**config.mk**
```make
export PLATFORM = sky130hd
export DESIGN_NAME = serial_command_frame_parser_flat
export DESIGN_NICKNAME = d
export VERILOG_FILES = /design/src/hw/rtl/scfp_pkg.sv /design/src/hw/rtl/scfp_intf.sv /design/src/hw/rtl/serial_command_frame_parser.sv /design/src/hw/rtl/scfp_datapath.sv /design/src/hw/rtl/scfp_ctrl.sv /design/src/flat_wrapper.sv
export SDC_FILE = /design/constraint.sdc
export NUM_CORES = 1
export LEC_CHECK = 0
export BUFFER_PORTS_ARGS = -buffer_cell sky130_fd_sc_hd__buf_2
export CAP_MARGIN = 25
export CORE_MARGIN = 1
export CORE_UTILIZATION = 50
export DETAILED_ROUTE_END_ITERATION = 12
export PLACE_DENSITY_LB_ADDON = 0.12
export RECOVER_POWER = 25
export SLEW_MARGIN = 10
export SYNTH_ARGS = -nofsm -noshare
export SYNTH_HDL_FRONTEND = slang
export SYNTH_SLANG_ARGS = --single-unit
```
**constraint.sdc**
```tcl
create_clock -name clk_i -period 2.4 [get_ports clk_i]
set_input_delay 0.12 -clock clk_i [delete_from_list [all_inputs] [get_ports clk_i]]
set_output_delay 0.12 -clock clk_i [all_outputs]
set_load 0.05 [all_outputs]
```
**src/hw/rtl/scfp_pkg.sv**
```systemverilog
// Shared types and constants for the serial command frame parser.
// No dependencies; compiled first.
package scfp_pkg;

  localparam int unsigned FrameLen = 11;

  localparam logic [3:0] BCC_POS  = 4'd9;
  localparam logic [3:0] TAIL_POS = 4'd10;

  localparam logic [7:0] HEADER_RESET = 8'd123;
  localparam logic [7:0] TAIL_RESET   = 8'd125;

  // configuration register indexes
  localparam logic [1:0] REG_HEADER = 2'd0;
  localparam logic [1:0] REG_TAIL   = 2'd1;

  typedef enum logic [1:0] {
    KIND_VELOCITY = 2'd0,
    KIND_RECHARGE = 2'd1,
    KIND_DOCKING  = 2'd2,
    KIND_UNKNOWN  = 2'd3
  } scfp_kind_e;

  localparam logic [7:0] MODE_VELOCITY  = 8'd0;
  localparam logic [7:0] MODE_RECHARGE0 = 8'd1;
  localparam logic [7:0] MODE_RECHARGE1 = 8'd2;
  localparam logic [7:0] MODE_DOCKING   = 8'd3;

  typedef struct packed {
    logic [7:0] rx_byte;
    logic       source_link;
  } scfp_in_t;

  typedef struct packed {
    logic [7:0]        echo_byte;
    logic              echo_link;
    logic              last_of_frame;
    logic [1:0]        command_kind;
    logic [7:0]        mode_value;
    logic signed [15:0] speed_x;
    logic signed [15:0] speed_y;
    logic signed [15:0] speed_z;
  } scfp_out_t;

  typedef struct packed {
    logic [1:0] index;
    logic [7:0] value;
  } scfp_cfg_t;

  // controller -> datapath
  typedef struct packed {
    logic accept_byte;
    logic echo_next;
  } scfp_cmd_t;

  // datapath -> controller
  typedef struct packed {
    logic frame_good;
    logic echo_last;
  } scfp_stat_t;

  function automatic scfp_kind_e decode_kind(logic [7:0] mode);
    scfp_kind_e kind;
    if (mode == MODE_VELOCITY) begin
      kind = KIND_VELOCITY;
    end else if (mode == MODE_RECHARGE0 || mode == MODE_RECHARGE1) begin
      kind = KIND_RECHARGE;
    end else if (mode == MODE_DOCKING) begin
      kind = KIND_DOCKING;
    end else begin
      kind = KIND_UNKNOWN;
    end
    return kind;
  endfunction

endpackage

```
**src/hw/rtl/scfp_intf.sv**
```systemverilog
// Valid/ready channel interfaces for the frame parser.
// Depends on scfp_pkg for the payload types.
interface scfp_in_if;
  import scfp_pkg::*;
  logic     valid;
  logic     ready;
  scfp_in_t data;
  modport source (output valid, output data, input ready);
  modport sink (input valid, input data, output ready);
endinterface

interface scfp_out_if;
  import scfp_pkg::*;
  logic      valid;
  logic      ready;
  scfp_out_t data;
  modport source (output valid, output data, input ready);
  modport sink (input valid, input data, output ready);
endinterface

interface scfp_cfg_if;
  import scfp_pkg::*;
  logic      valid;
  logic      ready;
  scfp_cfg_t data;
  modport source (output valid, output data, input ready);
  modport sink (input valid, input data, output ready);
endinterface

```
**src/hw/rtl/serial_command_frame_parser.sv**
```systemverilog
// Top level of the serial command frame parser: config registers, FSM, datapath.
// Depends on scfp_pkg, scfp_intf, scfp_ctrl and scfp_datapath.
//
//  channel  | dir | payload                                   | transaction
//  in_ch    | in  | rx_byte, source_link                      | valid & ready
//  out_ch   | out | echo byte, link, last flag, decoded cmd   | valid & ready
//  cfg_ch   | in  | register index, 8-bit value               | valid & ready
//
// One received byte per cycle while collecting. After the position-10 tail byte of
// a good frame the FSM echoes the 11 stored bytes, waiting on output stalls; input is
// held off meanwhile. A byte that does not finish a good frame keeps it collecting.
// Reset clears the FSM, index, link and echo counter; config returns to 123/125.
// Config writes are always taken.
module serial_command_frame_parser (
  input  logic              clk_i,
  input  logic              rst_ni,
  scfp_in_if.sink           in_ch,
  scfp_out_if.source        out_ch,
  scfp_cfg_if.sink          cfg_ch
);
  import scfp_pkg::*;

  logic [7:0] header_q;
  logic [7:0] tail_q;
  scfp_cmd_t  cmd;
  scfp_stat_t stat;

  assign cfg_ch.ready = 1'b1;

  always_ff @(posedge clk_i or negedge rst_ni) begin
    if (!rst_ni) begin
      header_q <= HEADER_RESET;
      tail_q   <= TAIL_RESET;
    end else if (cfg_ch.valid) begin
      if (cfg_ch.data.index == REG_HEADER) header_q <= cfg_ch.data.value;
      if (cfg_ch.data.index == REG_TAIL)   tail_q   <= cfg_ch.data.value;
    end
  end

  scfp_ctrl u_ctrl (
    .clk_i       (clk_i),
    .rst_ni      (rst_ni),
    .in_valid_i  (in_ch.valid),
    .in_ready_o  (in_ch.ready),
    .out_valid_o (out_ch.valid),
    .out_ready_i (out_ch.ready),
    .stat_i      (stat),
    .cmd_o       (cmd)
  );

  scfp_datapath u_datapath (
    .clk_i      (clk_i),
    .rst_ni     (rst_ni),
    .in_data_i  (in_ch.data),
    .header_i   (header_q),
    .tail_i     (tail_q),
    .cmd_i      (cmd),
    .stat_o     (stat),
    .out_data_o (out_ch.data)
  );

`ifndef SYNTH
  a_no_overlap: assert property (@(posedge clk_i) disable iff (!rst_ni)
    !(in_ch.ready && out_ch.valid))
    else $error("input taken during echo");

  a_fields_zero: assert property (@(posedge clk_i) disable iff (!rst_ni)
    (out_ch.valid && !out_ch.data.last_of_frame) |->
      (out_ch.data.command_kind == 2'd0 && out_ch.data.mode_value == 8'd0))
    else $error("decoded fields set before last echo byte");

  a_resume: assert property (@(posedge clk_i) disable iff (!rst_ni)
    (out_ch.valid && out_ch.ready && out_ch.data.last_of_frame) |=> in_ch.ready)
    else $error("collection did not resume after echo");
`endif

endmodule

```
**src/hw/rtl/scfp_datapath.sv**
```systemverilog
// Frame assembly datapath: byte store, running BCC, index tracking, echo readout.
// Depends on scfp_pkg.
module scfp_datapath (
  input  logic                  clk_i,
  input  logic                  rst_ni,
  input  scfp_pkg::scfp_in_t    in_data_i,
  input  logic [7:0]            header_i,
  input  logic [7:0]            tail_i,
  input  scfp_pkg::scfp_cmd_t   cmd_i,
  output scfp_pkg::scfp_stat_t  stat_o,
  output scfp_pkg::scfp_out_t   out_data_o
);
  import scfp_pkg::*;

  logic [7:0] store_q [FrameLen];
  logic [3:0] idx_q, idx_d;
  logic       prev_link_q;
  logic [7:0] bcc_q, bcc_d;
  logic [3:0] echo_q, echo_d;

  logic       link_chg;
  logic [3:0] eff_idx;
  logic       started;
  scfp_kind_e kind;
  logic       last;

  // a link change in mid-frame restarts assembly at position zero
  assign link_chg = (in_data_i.source_link != prev_link_q) && (idx_q != 4'd0);
  assign eff_idx  = link_chg ? 4'd0 : idx_q;
  assign started  = (eff_idx != 4'd0) || (in_data_i.rx_byte == header_i);

  always_comb begin
    idx_d = idx_q;
    bcc_d = bcc_q;
    if (cmd_i.accept_byte) begin
      if (!started || eff_idx == TAIL_POS) begin
        idx_d = 4'd0;
      end else begin
        idx_d = eff_idx + 4'd1;
      end
      if (eff_idx == 4'd0) begin
        bcc_d = in_data_i.rx_byte;
      end else if (eff_idx < BCC_POS) begin
        bcc_d = bcc_q ^ in_data_i.rx_byte;
      end
    end
  end

  assign stat_o.frame_good = (eff_idx == TAIL_POS) && (in_data_i.rx_byte == tail_i)
                           && (store_q[BCC_POS] == bcc_q);

  assign last             = (echo_q == TAIL_POS);
  assign stat_o.echo_last = last;

  always_comb begin
    echo_d = echo_q;
    if (cmd_i.echo_next) begin
      echo_d = last ? 4'd0 : echo_q + 4'd1;
    end
  end

  always_ff @(posedge clk_i or negedge rst_ni) begin
    if (!rst_ni) begin
      idx_q       <= 4'd0;
      prev_link_q <= 1'b0;
      echo_q      <= 4'd0;
    end else begin
      idx_q  <= idx_d;
      echo_q <= echo_d;
      if (cmd_i.accept_byte) begin
        prev_link_q <= in_data_i.source_link;
      end
    end
  end

  always_ff @(posedge clk_i) begin
    bcc_q <= bcc_d;
    if (cmd_i.accept_byte) begin
      store_q[eff_idx] <= in_data_i.rx_byte;
    end
  end

  assign kind = decode_kind(store_q[1]);

  always_comb begin
    out_data_o               = '0;
    out_data_o.echo_byte     = store_q[echo_q];
    out_data_o.echo_link     = prev_link_q;
    out_data_o.last_of_frame = last;
    if (last) begin
      out_data_o.command_kind = kind;
      out_data_o.mode_value   = store_q[1];
      if (kind != KIND_UNKNOWN) begin
        out_data_o.speed_x = {store_q[3], store_q[4]};
        out_data_o.speed_y = {store_q[5], store_q[6]};
        out_data_o.speed_z = {store_q[7], store_q[8]};
      end
    end
  end

endmodule

```
**src/hw/rtl/scfp_ctrl.sv**
```systemverilog
// Controller FSM: collects bytes, then runs the 11-byte echo of a good frame.
// Depends on scfp_pkg.
module scfp_ctrl (
  input  logic                  clk_i,
  input  logic                  rst_ni,
  input  logic                  in_valid_i,
  output logic                  in_ready_o,
  output logic                  out_valid_o,
  input  logic                  out_ready_i,
  input  scfp_pkg::scfp_stat_t  stat_i,
  output scfp_pkg::scfp_cmd_t   cmd_o
);
  import scfp_pkg::*;

  typedef enum logic [1:0] {
    ST_COLLECT = 2'b01,
    ST_ECHO    = 2'b10
  } state_e;

  state_e state_q, state_d;

  assign in_ready_o        = (state_q == ST_COLLECT);
  assign out_valid_o       = (state_q == ST_ECHO);
  assign cmd_o.accept_byte = in_valid_i && in_ready_o;
  assign cmd_o.echo_next   = out_valid_o && out_ready_i;

  always_comb begin
    state_d = state_q;
    unique case (state_q)
      ST_COLLECT: begin
        if (cmd_o.accept_byte && stat_i.frame_good) state_d = ST_ECHO;
      end
      ST_ECHO: begin
        if (cmd_o.echo_next && stat_i.echo_last) state_d = ST_COLLECT;
      end
      default: state_d = ST_COLLECT;
    endcase
  end

  always_ff @(posedge clk_i or negedge rst_ni) begin
    if (!rst_ni) begin
      state_q <= ST_COLLECT;
    end else begin
      state_q <= state_d;
    end
  end

endmodule
```
**src/flat_wrapper.sv**
```systemverilog
// flat-port wrapper written by rule: the top's interface ports become plain ports
module serial_command_frame_parser_flat import scfp_pkg::*;
  (clk_i, rst_ni, in_ch_valid, in_ch_data, in_ch_ready, out_ch_valid, out_ch_data, out_ch_ready, cfg_ch_valid, cfg_ch_data, cfg_ch_ready);
  scfp_in_if in_ch_i ();
  scfp_out_if out_ch_i ();
  scfp_cfg_if cfg_ch_i ();
  input  logic clk_i;
  input  logic rst_ni;
  input wire logic [$bits(in_ch_i.valid)-1:0] in_ch_valid;
  input wire logic [$bits(in_ch_i.data)-1:0] in_ch_data;
  output wire logic [$bits(in_ch_i.ready)-1:0] in_ch_ready;
  output wire logic [$bits(out_ch_i.valid)-1:0] out_ch_valid;
  output wire logic [$bits(out_ch_i.data)-1:0] out_ch_data;
  input wire logic [$bits(out_ch_i.ready)-1:0] out_ch_ready;
  input wire logic [$bits(cfg_ch_i.valid)-1:0] cfg_ch_valid;
  input wire logic [$bits(cfg_ch_i.data)-1:0] cfg_ch_data;
  output wire logic [$bits(cfg_ch_i.ready)-1:0] cfg_ch_ready;
  assign in_ch_i.valid = in_ch_valid;
  assign in_ch_i.data = in_ch_data;
  assign in_ch_ready = in_ch_i.ready;
  assign out_ch_valid = out_ch_i.valid;
  assign out_ch_data = out_ch_i.data;
  assign out_ch_i.ready = out_ch_ready;
  assign cfg_ch_i.valid = cfg_ch_valid;
  assign cfg_ch_i.data = cfg_ch_data;
  assign cfg_ch_ready = cfg_ch_i.ready;
  serial_command_frame_parser u_core (.clk_i(clk_i), .rst_ni(rst_ni), .in_ch(in_ch_i), .out_ch(out_ch_i), .cfg_ch(cfg_ch_i));
endmodule
```
**After elaboration in Yosys (flattened, before gate mapping)**

Memories as Yosys holds them, arrays and structs flattened.
Cells that the tools add are included.

- Bits in registers: 35
- Latch bits: 0
- Memory bits (writable): 88
- Bits in read-only memories: 0
- Memories: 1

- Add/subtract/negate cells: 2
- Multipliers: 0
- Divide/modulo/power cells: 0
- Order comparisons: 1
- Eq/ne operators: 15
- Shifts and indexed selects: 0
- Multiplexer cells: 15
- Bitwise gates (word level): 1
- Reduce and logical (&&, ||, !) cells: 21

Memory list:

| memory | depth | bits a word | read ports | clocked after memory_dff | wr ports | RTL line | text |
|---|---|---|---|---|---|---|---|
| u_core.u_datapath.store_q | 11 | 8 | 9 | 0 | 1 | scfp_datapath.sv:15 | `logic [7:0] store_q [FrameLen];` |

Operators by type and width:

| cell | number |
|---|---|
| $mux 58 | 1 |
| $mux 48 | 1 |
| $eq 8x8->1 | 3 |
| $eq 8x2->1 const B | 2 |
| $mux 8 | 2 |
| $mux 4 | 3 |
| $add 4x1->4 const B | 2 |
| $eq 4x4->1 const B | 2 |
| $eq 8x1->1 const B | 1 |
| $logic_not 8->1 | 1 |
| $mux 2 | 4 |
| $reduce_and 2->1 | 4 |
| $reduce_bool 4->1 | 2 |
| $xor 8x8->8 | 1 |
| $logic_and 1x1->1 | 7 |
| $eq 2x1->1 const B | 2 |
| $logic_not 4->1 | 1 |
| $lt 4x4->1 const B | 1 |
| $ne 2x1->1 const B | 2 |
| $pmux 2 s2 | 1 |
| $logic_or 1x1->1 | 3 |
| $mux 1 | 3 |
| $eq 2x2->1 const B | 1 |
| $logic_not 2->1 | 1 |
| other kinds (4) | 4 |

**Logic depth before layout (Yosys ltp)**

- Depth after elaboration: 9
- Gate-level depth with buffers: 8
- Mapped depth without buffers: 8

**By module**

A second synthesis with hierarchy kept.

- Cells, all modules: 484
- Area total of the unflattened synthesis: 7,380.8 µm²

Modules (own cells, without submodules):

| module | instances | cells each | area an instance (µm²) |
|---|---|---|---|
| scfp_datapath | 1 | 439 | 6,627.6 |
| serial_command_frame_parser | 1 | 36 | 636.9 |
| scfp_ctrl | 1 | 9 | 116.4 |

**Worst setup path before layout**

Ideal clock, no wire load.

- Path kind: flip-flop to flip-flop
- From: register u_core.u_datapath.prev_link_q
- To: register u_core.u_ctrl.state_q[0]
- Arrival: 2,473 ps
- Required time: 2,323 ps
- Path slack: -150 ps
- Stages on the path, launching flop included: 9
- Buffers on the path: 0
- Clock period less this slack: 2,550 ps
- Cell sequence: dfrtp_1 xnor2_1 nand2_1 inv_1 ha_1 nand4b_1 nor3_1 nand4_1 o21a_1

- Cells in the longest elaborated chain, start to end: 9

RTL lines:

| element | RTL line | text |
|---|---|---|
| from (decl) | scfp_datapath.sv:17 | `logic prev_link_q;` |
| from (signal assigned) | scfp_datapath.sv:71 | `prev_link_q <= in_data_i.source_link;` |
| $ne 1x1->1 | scfp_datapath.sv:28 | `assign link_chg = (in_data_i.source_link != prev_link_q) && (idx_q != 4'd0);` |
| $logic_and 1x1->1 | scfp_datapath.sv:28 |  |
| $mux 4 | scfp_datapath.sv:29 | `assign eff_idx = link_chg ? 4'd0 : idx_q;` |
| $eq 4x4->1 | scfp_datapath.sv:49 | `assign stat_o.frame_good = (eff_idx == TAIL_POS) && (in_data_i.rx_byte == tail_i)` |
| $logic_and 1x1->1 | scfp_datapath.sv:49 |  |
| $logic_and 1x1->1 | scfp_datapath.sv:50 | `&& (store_q[BCC_POS] == bcc_q);` |
| $logic_and 1x1->1 | scfp_ctrl.sv:31 | `if (cmd_o.accept_byte && stat_i.frame_good) state_d = ST_ECHO;` |
| $ne 2x1->1 (no source line) | -- |  |
| $reduce_and 2->1 (no source line) | -- |  |
| to (signal assigned) | scfp_ctrl.sv:44 | `state_q <= state_d;` |
| to (decl) | scfp_ctrl.sv:20 | `state_e state_q, state_d;` |

Every way passes these cells.
A chain may end at the register's enable or synchronous reset.

**Worst setup path in the final report**

- From: register u_core.u_datapath.echo_q[0]
- To: output out_ch_data[66]

- Cells in the longest elaborated chain, start to end: 1

RTL lines:

| element | RTL line | text |
|---|---|---|
| from (decl) | scfp_datapath.sv:19 | `logic [3:0] echo_q, echo_d;` |
| from (signal assigned) | scfp_datapath.sv:69 | `echo_q <= echo_d;` |
| $mem_v2 11x8 | -- |  |
| to (decl) | flat_wrapper.sv:13 | `output wire logic [$bits(out_ch_i.data)-1:0] out_ch_data;` |

Every way passes these cells.

==> flow_summary.ini <==
[floorplan]
die_h_um = 123
die_area_um2 = 15100
floorplan.rows = 43
io_pins = 95
initial_utilization_pct = 51.9
die_w_um = 123
core-area_um2 = 14100

[setup_path]
r2r_start = u_core.u_datapath.prev_link_q$_DFFE_PN0P_
worst-r2r-cell-count = 9
rrSetupSlack_ns = 0.31
end_kind = output port
cp_data_arrival_time_ns = 2.26
reg2reg_to = u_core.u_ctrl.state_q[0]$_DFFE_PN1P_
crit_type = reg2out
startpoint_type = register
worstPathMaxFanout = 12
crit_required_ns = 2.28

[sta]
fmaxAchievable_mhz = 420
slew_headroom_pct = 27.0
rsz0062_at_grt = yes
clock_skew_ns = 0.00571
final-max-slew-violation-count = 0
hold_viol = 0
holdWs_ns = 0.0488
max_slew.worst_pin.slew_ns = 1.09
setup_violations = 0
min_period_over_period_pct = 99.2
fin_crit_ns = 2.38

[power]
internal_power_mw = 4.92
leakage_nw = 3.50
p_switching_mw = 1.24
comb_power_share_pct = 4.7
p_seq_share_pct = 52.3
vdd.ir_drop.worst_uv = 431
p_per_area_nw_per_um2 = 685
pwr-share-clk_pct = 43.1
p_sw_share_pct = 20.1
total_power_mw = 6.16

[grt]
overflow = 0
antenna_found_initial = 1
grt_pass1_wl_mm = 26.1
grt_max_degree = 53
track_usage_pct = 24.8
grt_pass1_vias = 4448

[synthesis]
ys_ff_latch = 163
synth-async-reset-ratio_pct = 16.6
syn-instance-count = 454
ys_warn_count = 0
syn_nets = 483
synth_edf_count = 136
synth_area_per_cell_um2 = 16.1
ys_seq_area_share_pct = 65.3
yosys.cell_types.count = 49
netlist_area_um2 = 7310
synthFlopType = edfxtp_1

[drt]
via_count = 4571
first_pass_iters = 4
post_drt_via_cell_ratio = 5.85
drt_iter0_drc = 405
wl_per_cell_um = 22.4
drc_errors = 0
ant_nets = 0
finalWirelength_mm = 17.5

[layout]
layout-drive-gt1-share_pct = 36.5
n_fill_cell = 1065
multi_input_area_um2 = 2340
syn2layout_area_growth_pct = 23.0
nNetsFinal = 618
diodes = 0
regArea_um2 = 4780

[cts]
clock-sinks = 163
cts_made_buffers = 17
cts_tree = yes
clk_pin_slew_ns = 0.06
clock_path_buffers = 2
htreeDepth = 4
worstSkewPairLatency_ns = 0.42
cts_root_buf = clkbuf_16

[placed_design]
io_buffers = 93
place_congestion = 0.765
dp_hpwl_mm = 11.4

[worst_hold_path]
min_path_cells = 3
min_from = out_ch_ready
hp-class = in2reg
hold_end = u_core.u_datapath.echo_q[1]$_DFFE_PN0P_

[run]
maxCapViolCount = 0

[run_status]
status = complete, no violations
-- placed cells by master (no fill, tap or decap), types with 3 or more instances in the layout --
cell type / count
xor2_1: 25
and3_1: 48
dfstp_2: 13
nand2_1: 25
xnor2_1: 12
o21ai_0: 4
nor2_1: 24
and2_1: 9
edfxtp_1: 136
buf_2: 34
inv_1: 6
ha_1: 5
nand3_1: 5
mux2_2: 16
nor4_1: 5
clkbuf_1: 13
buf_4: 73
clkbuf_16: 18
bufinv_16: 3
a21oi_1: 3
dfrtp_1: 12
dlygate4sd3_1: 10
mux4_2: 33
a221o_1: 7
a22o_1: 7
clkinv_2: 3
buf_6: 8
-- synth_stat cells, drive strengths merged (5+ instances only) --
| cell | number | share of area (%) |
|---|---|---|
| and2 | 9 | 0.77 |
| xor2 | 25 | 3.0 |
| dfrtp | 14 | 4.8 |
| nand2 | 25 | 1.3 |
| clkbuf | 7 | 0.38 |
| mux4 | 33 | 10 |
| ha | 5 | 0.86 |
| dfstp | 13 | 4.7 |
| nand3 | 5 | 0.34 |
| nor4 | 5 | 0.43 |
| mux2 | 16 | 2.5 |
| xnor2 | 12 | 1.4 |
| a22o | 7 | 0.84 |
| nor2 | 24 | 1.2 |
| o21ai | 5 | 0.39 |
| buf | 18 | 2.0 |
| inv | 6 | 0.31 |
| a221o | 7 | 0.96 |
| edfxtp | 136 | 56 |
| and3 | 48 | 4.1 |
-- power groups by stage --
stage                     clock network, mW  registers, mW  logic, mW
final                                  2.65           3.22      0.287
after floorplan                           0           3.26      0.154
after global routing                   2.80           3.23      0.313
after detailed placement                  0           3.28      0.278
after global placement                    0           3.27      0.270
after CTS                              2.69           3.22      0.294
-- what timing repair did --
item                                    CTS  global route
endpoints found under the setup margin   66            55
cloned                                    1             1
gates resized for setup                  61             8
buffers inserted                          3             2
pin swaps                                 3             2
hold endpoints to repair                 31             0
hold buffers                             10             0
-- metal layers --
metal	routed length, µm	GRT usage (%)	part of all wire (%)
met5	13	0	0.074
met4	255	8.46	1.5
met3	1020	4.20	5.8
met2	8570	39.8	49
met1	7620	34.5	44
-- logic make-up after synthesis --
group / share of synthesized area (%)
other: 0.0513
AO/OA/AOI/OAI: 3.56
buffers and inverters: 2.65
multiplexers: 12.9
AND/OR/NAND/NOR: 10.3
XOR/XNOR: 4.43
flip-flops: 65.3
adder cells (fa/ha/maj): 0.856
-- registers in the layout, summed over array words and instances, names as in the netlist --
name                           count
u_core.u_ctrl.state_q              2
u_core.u_datapath.idx_q            4
u_core.u_datapath.bcc_q            8
u_core.u_datapath.store_q        128
u_core.u_datapath.prev_link_q      1
u_core.tail_q                      8
u_core.header_q                    8
u_core.u_datapath.echo_q           4
-- metrics by stage --
| step | setup TNS [ns] | worst slack [ns] | area, µm² | utilization [%] | cells |
|---|---|---|---|---|---|
| floorplan | -0.00538 | -0.00269 | 7320 | - | 454 |
| global placement | 0 | 0.325 | 8100 | 57.5 | 734 |
| detailed placement | 0 | 0.298 | 8100 | 57.5 | 734 |
| CTS | -0.0153 | -0.0153 | 8970 | 63.7 | 780 |
| global route | -0.914 | -0.0476 | 8990 | 63.8 | 782 |
| finish | 0 | 0.0202 | 8990 | 63.8 | 782 |
-- how the worst max path moves through the flow --
stage	from	endpoint	slack, ns
after detailed placement	u_core.u_datapath.prev_link_q$_DFFE_PN0P_	u_core.u_ctrl.state_q[0]$_DFFE_PN1P_	0.30
after global placement	u_core.u_datapath.prev_link_q$_DFFE_PN0P_	u_core.u_ctrl.state_q[0]$_DFFE_PN1P_	0.33
after global routing	u_core.u_datapath.echo_q[0]$_DFFE_PN0P_	out_ch_data[66]	-0.05
after CTS	u_core.u_datapath.echo_q[0]$_DFFE_PN0P_	out_ch_data[65]	-0.02
after floorplan	u_core.u_datapath.echo_q[0]$_DFFE_PN0P_	out_ch_data[56]	-0.003
final	u_core.u_datapath.echo_q[0]$_DFFE_PN0P_	out_ch_data[66]	0.02
-- critical path, cell delays in order, from the launching register on --
cell and delay (ns):
dfrtp_2 0.41, buf_12 0.17, mux4_2 0.51, a22o_1 0.27, a221o_1 0.26, buf_2 0.21
-- final cells by class --
cell class | count | area share, %
multi-input combinational | 260 | 26.0
clock buffer | 21 | 4.90
inverter | 6 | 0.250
clock inverter | 11 | 1.52
tap | 180 | 2.50
sequential | 163 | 53.1
timing repair buffer | 141 | 11.7
No activity file was read; power rests on OpenSTA's default activity.
